$ cat src/rpcda_pkg.sv
package rpcda_pkg;

    // Pixel word as it arrives on the input channel
    typedef struct packed {
        logic [7:0] blue;
        logic [7:0] green;
        logic [7:0] red;
        logic [9:0] column;
        logic [9:0] row;
        logic       last_of_frame;
    } pix_word_t;

    // One result word per frame
    typedef struct packed {
        logic signed [15:0] average_cm;
        logic signed [15:0] frame_distance_cm;
        logic [20:0]        lit_pixel_count;
        logic               window_full;
    } res_word_t;

    // Per-frame status handed from the window store to the mean stage
    typedef struct packed {
        logic signed [15:0] distance;
        logic [20:0]        count;
        logic               full;
    } frame_info_t;

    typedef enum logic [2:0] {
        CFG_LOWER_THR  = 3'd0,
        CFG_UPPER_THR  = 3'd1,
        CFG_ROI_LEFT   = 3'd2,
        CFG_ROI_TOP    = 3'd3,
        CFG_ROI_WIDTH  = 3'd4,
        CFG_ROI_HEIGHT = 3'd5,
        CFG_SLOPE      = 3'd6,
        CFG_INTERCEPT  = 3'd7
    } cfg_idx_t;

    localparam int CFG_IDX_W  = 3;
    localparam int CFG_DATA_W = 32;

    // Register reset values
    localparam logic [7:0]         RST_LOWER_THR  = 8'd50;
    localparam logic [7:0]         RST_UPPER_THR  = 8'd255;
    localparam logic [9:0]         RST_ROI_LEFT   = 10'd0;
    localparam logic [9:0]         RST_ROI_TOP    = 10'd100;
    localparam logic [10:0]        RST_ROI_WIDTH  = 11'd352;
    localparam logic [10:0]        RST_ROI_HEIGHT = 11'd300;
    localparam logic signed [20:0] RST_SLOPE      = -21'sd2687;
    localparam logic signed [31:0] RST_INTERCEPT  = 32'sd13998162;

    // Gray conversion, Q14 weights with rounding
    localparam int               GRAY_SUM_W   = 22;
    localparam logic [21:0]      GRAY_W_BLUE  = 22'd1868;
    localparam logic [21:0]      GRAY_W_GREEN = 22'd9617;
    localparam logic [21:0]      GRAY_W_RED   = 22'd4899;
    localparam logic [21:0]      GRAY_ROUND   = 22'd8192;

    localparam int               TALLY_W   = 21;
    localparam logic [20:0]      TALLY_MAX = 21'h1FFFFF;

    localparam int               DIST_W  = 16;
    localparam int               PROD_W  = 43;
    localparam int               Q_W     = 44;
    localparam int               Q_FRAC  = 16;
    localparam logic signed [43:0] Q_ROUND_NEG = 44'sd65535;
    localparam logic signed [43:0] Q_DIST_MAX  = 44'sd32767;
    localparam logic signed [43:0] Q_DIST_MIN  = -44'sd32768;
    localparam logic signed [15:0] DIST_MAX    = 16'sh7FFF;
    localparam logic signed [15:0] DIST_MIN    = -16'sh8000;

    // Result queue
    localparam int FIFO_DEPTH = 16;
    localparam int FIFO_PTR_W = 4;
    localparam int FIFO_CNT_W = 5;

endpackage

$ cat src/rpcda_window.sv
module rpcda_window
    import rpcda_pkg::*;
#(
    parameter int WINDOW_FRAMES = 30,
    parameter int SUM_W         = 21
)
(
    input  logic                     clk,
    input  logic                     rst_n,
    input  logic                     frame_valid,
    input  logic signed [DIST_W-1:0] distance,
    input  logic [TALLY_W-1:0]       count,
    output logic                     done_valid,
    output frame_info_t              info,
    output logic signed [SUM_W-1:0]  sum
);

    localparam int PTR_W  = $clog2(WINDOW_FRAMES);
    localparam int FILL_W = $clog2(WINDOW_FRAMES + 1);

    logic signed [DIST_W-1:0] mem [WINDOW_FRAMES];

    logic [PTR_W-1:0]         ptr_reg, ptr_next;
    logic [FILL_W-1:0]        fill_reg;
    logic                     evict;

    logic                     w2_valid_reg;
    logic [PTR_W-1:0]         w2_ptr_reg;
    logic signed [DIST_W-1:0] w2_dist_reg;
    logic [TALLY_W-1:0]       w2_count_reg;
    logic                     w2_sub_reg;
    logic                     w2_full_reg;
    logic signed [DIST_W-1:0] old_reg;

    logic signed [SUM_W-1:0]  sum_reg, sum_next;
    logic                     done_valid_reg;
    frame_info_t              info_reg;

    assign evict    = (fill_reg == FILL_W'(WINDOW_FRAMES));
    assign ptr_next = (ptr_reg == PTR_W'(WINDOW_FRAMES - 1)) ? '0 : ptr_reg + PTR_W'(1);

    // Oldest entry leaves the sum once the window is full
    always_comb
    begin
        sum_next = sum_reg + SUM_W'(w2_dist_reg);
        if (w2_sub_reg)
        begin
            sum_next = sum_next - SUM_W'(old_reg);
        end
    end

    // Window store: read the slot at frame entry, write it in the next cycle
    always_ff @(posedge clk)
    begin
        if (w2_valid_reg)
        begin
            mem[w2_ptr_reg] <= w2_dist_reg;
        end
        if (frame_valid)
        begin
            old_reg      <= mem[ptr_reg];
            w2_ptr_reg   <= ptr_reg;
            w2_dist_reg  <= distance;
            w2_count_reg <= count;
            w2_sub_reg   <= evict;
            w2_full_reg  <= evict || (fill_reg == FILL_W'(WINDOW_FRAMES - 1));
        end
        if (w2_valid_reg)
        begin
            info_reg.distance <= w2_dist_reg;
            info_reg.count    <= w2_count_reg;
            info_reg.full     <= w2_full_reg;
        end
    end

    always_ff @(posedge clk or negedge rst_n)
    begin
        if (!rst_n)
        begin
            ptr_reg        <= '0;
            fill_reg       <= '0;
            w2_valid_reg   <= 1'b0;
            sum_reg        <= '0;
            done_valid_reg <= 1'b0;
        end
        else
        begin
            w2_valid_reg   <= frame_valid;
            done_valid_reg <= w2_valid_reg;
            if (frame_valid)
            begin
                ptr_reg <= ptr_next;
                if (!evict)
                begin
                    fill_reg <= fill_reg + FILL_W'(1);
                end
            end
            if (w2_valid_reg)
            begin
                sum_reg <= sum_next;
            end
        end
    end

    assign done_valid = done_valid_reg;
    assign info       = info_reg;
    assign sum        = sum_reg;

endmodule

$ cat src/rpcda_res_fifo.sv
module rpcda_res_fifo
    import rpcda_pkg::*;
(
    input  logic      clk,
    input  logic      rst_n,
    input  logic      push_valid,
    input  res_word_t push_word,
    output logic      pop_valid,
    input  logic      pop_ready,
    output res_word_t pop_word
);

    res_word_t               mem [FIFO_DEPTH];
    logic [FIFO_PTR_W-1:0]   wr_ptr_reg;
    logic [FIFO_PTR_W-1:0]   rd_ptr_reg;
    logic [FIFO_CNT_W-1:0]   count_reg;
    logic                    pop;

    // Space is guaranteed by the credit count upstream
    assign pop       = pop_valid && pop_ready;
    assign pop_valid = (count_reg != '0);
    assign pop_word  = mem[rd_ptr_reg];

    always_ff @(posedge clk)
    begin
        if (push_valid)
        begin
            mem[wr_ptr_reg] <= push_word;
        end
    end

    always_ff @(posedge clk or negedge rst_n)
    begin
        if (!rst_n)
        begin
            wr_ptr_reg <= '0;
            rd_ptr_reg <= '0;
            count_reg  <= '0;
        end
        else
        begin
            if (push_valid)
            begin
                wr_ptr_reg <= wr_ptr_reg + FIFO_PTR_W'(1);
            end
            if (pop)
            begin
                rd_ptr_reg <= rd_ptr_reg + FIFO_PTR_W'(1);
            end
            if (push_valid && !pop)
            begin
                count_reg <= count_reg + FIFO_CNT_W'(1);
            end
            else if (!push_valid && pop)
            begin
                count_reg <= count_reg - FIFO_CNT_W'(1);
            end
        end
    end

endmodule

$ cat src/roi_pixel_count_distance_averager_top.sv
// Region pixel-count distance averager.
// pix channel (pix_valid/pix_ready/pix): one BGR pixel word per cycle while
// pix_ready is high, with column, row and an end-of-frame mark. Pixels in
// the configured rectangle are made gray and counted if in the threshold band.
// res channel (res_valid/res_ready/res): one word per frame, sent after the
// last pixel: frame distance, lit pixel count, mean of the last WINDOW_FRAMES
// distances (0 until the window is full) and the window-full flag.
// cfg port: write cfg_data to register cfg_index while cfg_we is high; write
// only while the block is idle.
// Throughput: one pixel word per cycle while pix_ready is high, frames of any
// length including one pixel. res_valid rises once the last pixel of a frame
// has passed the pipeline (gray, tally, multiply, add, scale, window read,
// window sum, magnitude, mean multiply, queue write), the gray stage loading
// at the edge that takes that pixel.
// Up to FIFO_DEPTH (16) result words may be owed, those still in the pipeline
// included; while that many are owed pix_ready is low. A stalled receiver
// therefore only holds the input back once 16 words are owed. Reset restores
// the register defaults and empties tally, window and queue; no clearing pass
// is needed.
module roi_pixel_count_distance_averager_top
    import rpcda_pkg::*;
#(
    parameter int WINDOW_FRAMES = 30
)
(
    input  logic                  clk,
    input  logic                  rst_n,
    input  logic                  cfg_we,
    input  logic [CFG_IDX_W-1:0]  cfg_index,
    input  logic [CFG_DATA_W-1:0] cfg_data,
    input  logic                  pix_valid,
    output logic                  pix_ready,
    input  pix_word_t             pix,
    output logic                  res_valid,
    input  logic                  res_ready,
    output res_word_t             res
);

    // Mean by reciprocal multiply: exact floor(n / W) for n below 2^SUM_W
    localparam int SUM_W     = DIST_W + $clog2(WINDOW_FRAMES);
    localparam int DIV_L     = $clog2(WINDOW_FRAMES);
    localparam int DIV_K     = SUM_W + DIV_L;
    localparam int RECIP_W   = SUM_W + 1;
    localparam int DPROD_W   = SUM_W + RECIP_W;
    localparam longint unsigned RECIP =
        ((64'd1 << DIV_K) + 64'(WINDOW_FRAMES) - 64'd1) / 64'(WINDOW_FRAMES);

    // ---------------------------------------------------------------
    // Configuration registers
    // ---------------------------------------------------------------
    logic [7:0]         lower_thr_reg;
    logic [7:0]         upper_thr_reg;
    logic [9:0]         roi_left_reg;
    logic [9:0]         roi_top_reg;
    logic [10:0]        roi_width_reg;
    logic [10:0]        roi_height_reg;
    logic signed [20:0] slope_reg;
    logic signed [31:0] intercept_reg;

    always_ff @(posedge clk or negedge rst_n)
    begin
        if (!rst_n)
        begin
            lower_thr_reg  <= RST_LOWER_THR;
            upper_thr_reg  <= RST_UPPER_THR;
            roi_left_reg   <= RST_ROI_LEFT;
            roi_top_reg    <= RST_ROI_TOP;
            roi_width_reg  <= RST_ROI_WIDTH;
            roi_height_reg <= RST_ROI_HEIGHT;
            slope_reg      <= RST_SLOPE;
            intercept_reg  <= RST_INTERCEPT;
        end
        else if (cfg_we)
        begin
            case (cfg_idx_t'(cfg_index))
                CFG_LOWER_THR:  lower_thr_reg  <= cfg_data[7:0];
                CFG_UPPER_THR:  upper_thr_reg  <= cfg_data[7:0];
                CFG_ROI_LEFT:   roi_left_reg   <= cfg_data[9:0];
                CFG_ROI_TOP:    roi_top_reg    <= cfg_data[9:0];
                CFG_ROI_WIDTH:  roi_width_reg  <= cfg_data[10:0];
                CFG_ROI_HEIGHT: roi_height_reg <= cfg_data[10:0];
                CFG_SLOPE:      slope_reg      <= $signed(cfg_data[20:0]);
                CFG_INTERCEPT:  intercept_reg  <= $signed(cfg_data);
                default: ;
            endcase
        end
    end

    // ---------------------------------------------------------------
    // Credits: every frame in flight or queued holds one queue slot
    // ---------------------------------------------------------------
    logic                  pix_accept;
    logic                  res_accept;
    logic                  frame_in;
    logic [FIFO_CNT_W-1:0] pending_reg, pending_next;

    assign pix_ready  = (pending_reg < FIFO_CNT_W'(FIFO_DEPTH));
    assign pix_accept = pix_valid && pix_ready;
    assign res_accept = res_valid && res_ready;
    assign frame_in   = pix_accept && pix.last_of_frame;

    always_comb
    begin
        pending_next = pending_reg;
        if (frame_in && !res_accept)
        begin
            pending_next = pending_reg + FIFO_CNT_W'(1);
        end
        else if (!frame_in && res_accept)
        begin
            pending_next = pending_reg - FIFO_CNT_W'(1);
        end
    end

    // ---------------------------------------------------------------
    // Stage 1: rectangle test, gray conversion, band test
    // ---------------------------------------------------------------
    logic [9:0]            col_off;
    logic [9:0]            row_off;
    logic                  in_roi;
    logic [GRAY_SUM_W-1:0] gray_sum;
    logic [7:0]            gray;
    logic                  hit;

    always_comb
    begin
        col_off  = pix.column - roi_left_reg;
        row_off  = pix.row - roi_top_reg;
        in_roi   = (pix.column >= roi_left_reg) && ({1'b0, col_off} < roi_width_reg) &&
                   (pix.row >= roi_top_reg) && ({1'b0, row_off} < roi_height_reg);
        gray_sum = GRAY_W_BLUE * GRAY_SUM_W'(pix.blue) +
                   GRAY_W_GREEN * GRAY_SUM_W'(pix.green) +
                   GRAY_W_RED * GRAY_SUM_W'(pix.red) + GRAY_ROUND;
        gray     = gray_sum[GRAY_SUM_W-1 -: 8];
        hit      = in_roi && (gray >= lower_thr_reg) && (gray <= upper_thr_reg);
    end

    logic hit_valid_reg;
    logic hit_reg;
    logic hit_last_reg;

    always_ff @(posedge clk)
    begin
        if (pix_accept)
        begin
            hit_reg      <= hit;
            hit_last_reg <= pix.last_of_frame;
        end
    end

    // ---------------------------------------------------------------
    // Stage 2: tally, saturating; frame end hands the count on
    // ---------------------------------------------------------------
    logic [TALLY_W-1:0] tally_reg;
    logic [TALLY_W-1:0] count_now;
    logic               f1_valid_reg;
    logic [TALLY_W-1:0] f1_count_reg;

    assign count_now = (hit_reg && (tally_reg != TALLY_MAX)) ?
                       tally_reg + TALLY_W'(1) : tally_reg;

    // Stages 3 to 5: slope * count, + intercept, truncate and saturate
    logic signed [PROD_W-1:0] prod_reg;
    logic                     f2_valid_reg;
    logic [TALLY_W-1:0]       f2_count_reg;
    logic signed [Q_W-1:0]    q_reg;
    logic                     f3_valid_reg;
    logic [TALLY_W-1:0]       f3_count_reg;
    logic signed [Q_W-1:0]    q_adj;
    logic signed [Q_W-1:0]    q_cm;
    logic signed [DIST_W-1:0] dist_sat;
    logic                     f4_valid_reg;
    logic signed [DIST_W-1:0] f4_dist_reg;
    logic [TALLY_W-1:0]       f4_count_reg;

    // Round toward zero: bias negatives before the arithmetic shift
    always_comb
    begin
        q_adj = q_reg[Q_W-1] ? q_reg + Q_ROUND_NEG : q_reg;
        q_cm  = q_adj >>> Q_FRAC;
        if (q_cm > Q_DIST_MAX)
        begin
            dist_sat = DIST_MAX;
        end
        else if (q_cm < Q_DIST_MIN)
        begin
            dist_sat = DIST_MIN;
        end
        else
        begin
            dist_sat = q_cm[DIST_W-1:0];
        end
    end

    always_ff @(posedge clk)
    begin
        if (hit_valid_reg && hit_last_reg)
        begin
            f1_count_reg <= count_now;
        end
        if (f1_valid_reg)
        begin
            prod_reg     <= PROD_W'(slope_reg) * PROD_W'($signed({1'b0, f1_count_reg}));
            f2_count_reg <= f1_count_reg;
        end
        if (f2_valid_reg)
        begin
            q_reg        <= Q_W'(prod_reg) + Q_W'(intercept_reg);
            f3_count_reg <= f2_count_reg;
        end
        if (f3_valid_reg)
        begin
            f4_dist_reg  <= dist_sat;
            f4_count_reg <= f3_count_reg;
        end
    end

    // ---------------------------------------------------------------
    // Window store and running sum
    // ---------------------------------------------------------------
    logic                    win_valid;
    frame_info_t             win_info;
    logic signed [SUM_W-1:0] win_sum;

    rpcda_window #(
        .WINDOW_FRAMES (WINDOW_FRAMES),
        .SUM_W         (SUM_W)
    ) u_window (
        .clk         (clk),
        .rst_n       (rst_n),
        .frame_valid (f4_valid_reg),
        .distance    (f4_dist_reg),
        .count       (f4_count_reg),
        .done_valid  (win_valid),
        .info        (win_info),
        .sum         (win_sum)
    );

    // ---------------------------------------------------------------
    // Mean: magnitude, reciprocal multiply, shift and restore sign
    // ---------------------------------------------------------------
    logic                 m1_valid_reg;
    logic                 m1_neg_reg;
    logic [SUM_W-1:0]     m1_mag_reg;
    frame_info_t          m1_info_reg;
    logic                 m2_valid_reg;
    logic                 m2_neg_reg;
    logic [DPROD_W-1:0]   m2_prod_reg;
    frame_info_t          m2_info_reg;
    logic [DPROD_W-1:0]   quot_full;
    logic [SUM_W-1:0]     quot;
    logic signed [SUM_W-1:0] avg_s;
    res_word_t            push_word;

    always_ff @(posedge clk)
    begin
        if (win_valid)
        begin
            m1_neg_reg  <= win_sum[SUM_W-1];
            m1_mag_reg  <= win_sum[SUM_W-1] ? SUM_W'(-win_sum) : SUM_W'(win_sum);
            m1_info_reg <= win_info;
        end
        if (m1_valid_reg)
        begin
            m2_prod_reg <= DPROD_W'(m1_mag_reg) * DPROD_W'(RECIP_W'(RECIP));
            m2_neg_reg  <= m1_neg_reg;
            m2_info_reg <= m1_info_reg;
        end
    end

    always_comb
    begin
        quot_full = m2_prod_reg >> DIV_K;
        quot      = quot_full[SUM_W-1:0];
        avg_s     = m2_neg_reg ? -$signed(quot) : $signed(quot);
        push_word.average_cm        = m2_info_reg.full ? avg_s[DIST_W-1:0] : '0;
        push_word.frame_distance_cm = m2_info_reg.distance;
        push_word.lit_pixel_count   = m2_info_reg.count;
        push_word.window_full       = m2_info_reg.full;
    end

    rpcda_res_fifo u_res_fifo (
        .clk        (clk),
        .rst_n      (rst_n),
        .push_valid (m2_valid_reg),
        .push_word  (push_word),
        .pop_valid  (res_valid),
        .pop_ready  (res_ready),
        .pop_word   (res)
    );

    // ---------------------------------------------------------------
    // Control registers
    // ---------------------------------------------------------------
    always_ff @(posedge clk or negedge rst_n)
    begin
        if (!rst_n)
        begin
            pending_reg   <= '0;
            hit_valid_reg <= 1'b0;
            tally_reg     <= '0;
            f1_valid_reg  <= 1'b0;
            f2_valid_reg  <= 1'b0;
            f3_valid_reg  <= 1'b0;
            f4_valid_reg  <= 1'b0;
            m1_valid_reg  <= 1'b0;
            m2_valid_reg  <= 1'b0;
        end
        else
        begin
            pending_reg   <= pending_next;
            hit_valid_reg <= pix_accept;
            if (hit_valid_reg)
            begin
                tally_reg <= hit_last_reg ? '0 : count_now;
            end
            f1_valid_reg  <= hit_valid_reg && hit_last_reg;
            f2_valid_reg  <= f1_valid_reg;
            f3_valid_reg  <= f2_valid_reg;
            f4_valid_reg  <= f3_valid_reg;
            m1_valid_reg  <= win_valid;
            m2_valid_reg  <= m1_valid_reg;
        end
    end

    // ---------------------------------------------------------------
    // Assertions
    // ---------------------------------------------------------------
    a_pending_bound: assert property (@(posedge clk) disable iff (!rst_n)
        pending_reg <= FIFO_CNT_W'(FIFO_DEPTH))
        else $error("owed result count beyond queue depth");

    a_frame_has_credit: assert property (@(posedge clk) disable iff (!rst_n)
        (f1_valid_reg || m2_valid_reg) |-> (pending_reg != '0))
        else $error("frame in flight without a queue credit");

    a_tally_cleared: assert property (@(posedge clk) disable iff (!rst_n)
        (hit_valid_reg && hit_last_reg) |=> (tally_reg == '0))
        else $error("tally not cleared after frame end");

    a_avg_zero_until_full: assert property (@(posedge clk) disable iff (!rst_n)
        (res_valid && !res.window_full) |-> (res.average_cm == '0))
        else $error("mean reported before window full");

endmodule

$ cat config.mk
export PLATFORM = sky130hd
export DESIGN_NAME = roi_pixel_count_distance_averager_top
export DESIGN_NICKNAME = d
export VERILOG_FILES = /design/src/rpcda_pkg.sv /design/src/rpcda_window.sv /design/src/rpcda_res_fifo.sv /design/src/roi_pixel_count_distance_averager_top.sv
export SDC_FILE = /design/constraint.sdc
export NUM_CORES = 2
export LEC_CHECK = 0
export BUFFER_PORTS_ARGS = -buffer_cell sky130_fd_sc_hd__buf_4
export CORE_ASPECT_RATIO = 1.4
export CORE_MARGIN = 1
export CORE_UTILIZATION = 69
export DETAILED_ROUTE_END_ITERATION = 16
export PLACE_DENSITY = 0.86
export SLEW_MARGIN = 20
export SYNTH_ARGS = -nofsm -noshare
export SYNTH_HDL_FRONTEND = slang
export SYNTH_SLANG_ARGS = --single-unit
$ cat constraint.sdc
create_clock -name clk -period 15 [get_ports clk]
set_input_delay 2.25 -clock clk [delete_from_list [all_inputs] [get_ports clk]]
set_output_delay 2.25 -clock clk [all_outputs]
set_load 0.05 [all_outputs]
==> results.json <==
{
  "synth_edf_count": 1746,
  "floorplan.initialDensity_pct": 69.7,
  "setup_viol": 0,
  "tritoncts": "done",
  "timing.hold.worst_endpoint": "u_window.w2_dist_reg[7]$_DFFE_PP_",
  "avgSynthCellArea_sq_um": 15.2,
  "routabilityCongestion": 0.897,
  "max-cap-violations": 0,
  "timing.hold.worst.class": "reg -> reg",
  "design.portCount": 141,
  "worst_path_largest_cell_delay_ns": 0.56,
  "core_area_sq_mm": 0.146,
  "synth.top_cell.area_share_pct": 51.4,
  "syn_inst": 6718,
  "unrepaired_setup_endpoints_after_global_routing": "no",
  "grt_use_total_pct": 35.4,
  "yosysSeqAreaShare_pct": 56.1,
  "timing_worst_slew_pin_value_ns": 1.24,
  "min_period_over_period_pct": 70.1,
  "setup_tns_ns": 0,
  "timing.reg2reg.setup_slack_ns": 6.85,
  "hold_start": "f4_dist_reg[7]$_SDFFCE_PN1P_",
  "top_cells_by_area_synth": "sky130_fd_sc_hd__edfxtp_1 51%, sky130_fd_sc_hd__fa_1 10%, sky130_fd_sc_hd__mux4_2 9.1%",
  "global_route.overflow_total": 0,
  "fin_cells": 8979,
  "largest_register_ff_count": 864,
  "detailedRoute.firstPassIterationCount": 8,
  "dieWidth_um": 327,
  "synth_seq_cells": 1936,
  "post-cts-setup-buffer-count": 0,
  "detailroute.via_count": 59900,
  "mapped_cell_area_sq_mm": 0.102,
  "asyncSetResetFlopFracSynth_pct": 9.81,
  "layout_min_cycle_time_ns": 10.52,
  "startpoint_class_of_the_critical_path": "primary input",
  "final_antenna_net_count": 0,
  "result_of_the_run": "complete, no violations",
  "crit_path_frequent_cell": "sky130_fd_sc_hd__ha_1",
  "cts.hold.buffers_added": 0,
  "post-dp-hpwl_um": 155000,
  "clock_latency_on_the_worst_skew_pair_ns": 0.85,
  "criticalPathCategory": "in -> reg",
  "wire_per_inst_um": 29.0,
  "vias_per_cell": 6.67,
  "cp_slowest_cell": "sky130_fd_sc_hd__fa_1",
  "route.final.wire_length_um": 260000,
  "n_fill_cell": 7911,
  "number_of_antenna_violations_at_the_first_check_in_global_routing": 6,
  "synthToLayoutAreaGrowth_pct": 9.56,
  "rows": 166,
  "tritoncts.num_buffers": 173,
  "detail_route.iter0.violations": 6444,
  "number_of_max_slew_violations_in_the_final_report": 0,
  "layout.nets": 8138,
  "syn_nets": 7967,
  "r2r_end": "prod_reg[41]$_DFFE_PP_",
  "crit_path_max_fanout": 6,
  "r2r.worst_path.cells": 22,
  "ys.flop_type": "sky130_fd_sc_hd__edfxtp_1",
  "worstPathArrival_ns": 11.18,
  "hold_viol_final": 0,
  "htree_num_levels": 4,
  "ys_types": 93,
  "dpl.cell_count": 8638,
  "count_of_port_buffers_added_during_placement": 140,
  "synth.most_common_cell": "sky130_fd_sc_hd__edfxtp_1",
  "min_delay_path_depth": 0,
  "bufs_on_longest_clock_path": 3,
  "grt_first_pass_wirelength_um": 387000,
  "r2r_start": "f1_count_reg[10]$_DFFE_PP_",
  "floorplan.die.height_um": 457,
  "slew-limit-headroom_pct": 17.6,
  "worst-endpoint-required_ns": 15.66,
  "post_cts_resize_count": 0,
  "maximum_number_of_pins_on_one_net_before_global_route_repair": 139,
  "post_route_cells_drive_above_1_share_pct": 16.8,
  "clk_root_buffer_cell": "sky130_fd_sc_hd__clkbuf_16",
  "yosys-top-cells-count": "1746 x sky130_fd_sc_hd__edfxtp_1, 862 x sky130_fd_sc_hd__inv_1, 651 x sky130_fd_sc_hd__ha_1",
  "clk_transition_reported_paths_ns": 0.07,
  "yosys.area.top_type": "sky130_fd_sc_hd__edfxtp_1",
  "post-route-util_pct": 76.3,
  "yosysWarnings": 0,
  "fin_worst_skew_ns": 0.0653,
  "clock.fmax_ghz": 0.0951,
  "floorplan.die_area_sq_mm": 0.149,
  "cts_sinks": 1936,
  "critPathCaptureType": "register",
  "grt_pass1_vias": 63100,
  "drc_errors": 0
}
[kinds of logic after synthesis]
kind of cell / after synthesis / synth area share (%)
AOI/OAI and AO/OA: 611 / 3.95
xor gates and xnor gates: 238 / 2.04
adders and majority gates: 1164 / 18.1
buffers and inverters: 1093 / 4.03
DFF: 1936 / 56.1
muxes: 535 / 10.5
and+or+nand+nor: 1141 / 5.36
[worst max-delay path: cells and delay by family]
kind                       cells  cell delay (ns)
and+or+nand+nor                5             1.27
adders and majority gates     11             4.27
buffers and inverters          5             0.34
AOI/OAI and AO/OA             17             3.05
[routing by layer]
| metal | wire length (um) | share of wire, % | global-route usage (%) |
|---|---|---|---|
| met3 | 21000 | 8.1 | 5.81 |
| met4 | 16500 | 6.3 | 19.9 |
| met2 | 137000 | 53 | 62.3 |
| met5 | 23 | 0.0088 | 0 |
| met1 | 85300 | 33 | 41.0 |
[final cells by class]
class	count	area (sq um)	share of cell area, %
antenna	8	20.0	0.0179
clock buffer	210	4540	4.06
clock inverter	115	1540	1.38
inverter	863	3240	2.90
multi-input combinational	3689	40900	36.6
sequential	1936	57300	51.2
tap	1932	2420	2.16
timing repair buffer	226	1830	1.64
[stage by stage]
stage	hold WS, ns	instance area [sq um]	worst slack [ns]
2_1_floorplan	0.400	102000	4.69
6_report	0.396	112000	4.48
5_1_grt	0.408	112000	4.03
3_5_place_dp	0.405	105000	3.78
3_3_place_gp	0.400	105000	3.90
4_1_cts	0.400	112000	4.58
[how the worst max path moves through the flow]
stage | startpoint | to | slack, ns | depth (start not counted)
finish | pix[42] | hit_reg$_DFFE_PP_ | 4.48 | 38
global route | pix[42] | hit_reg$_DFFE_PP_ | 4.03 | 38
CTS | pix[42] | hit_reg$_DFFE_PP_ | 4.58 | 38
detailed placement | pix[42] | hit_reg$_DFFE_PP_ | 3.78 | 38
global placement | pix[42] | hit_reg$_DFFE_PP_ | 3.90 | 38
floorplan | pix[42] | hit_reg$_DFFE_PP_ | 4.69 | 37
[placed cells by master (no fill, tap or decap), types with 136 or more instances in the layout]
cell                        count
sky130_fd_sc_hd__nor2_1       137
sky130_fd_sc_hd__and2_1       136
sky130_fd_sc_hd__buf_4        210
sky130_fd_sc_hd__inv_1        862
sky130_fd_sc_hd__edfxtp_1    1746
sky130_fd_sc_hd__mux4_2       414
sky130_fd_sc_hd__fa_1         513
sky130_fd_sc_hd__clkbuf_16    173
sky130_fd_sc_hd__a21oi_1      144
sky130_fd_sc_hd__nand2_1      488
sky130_fd_sc_hd__o21ai_0      150
sky130_fd_sc_hd__xnor2_1      168
sky130_fd_sc_hd__ha_1         651
Power is left out: the tool's default activity adds up to more than one toggle a clock period on the data nets, which glitch-free logic cannot reach.
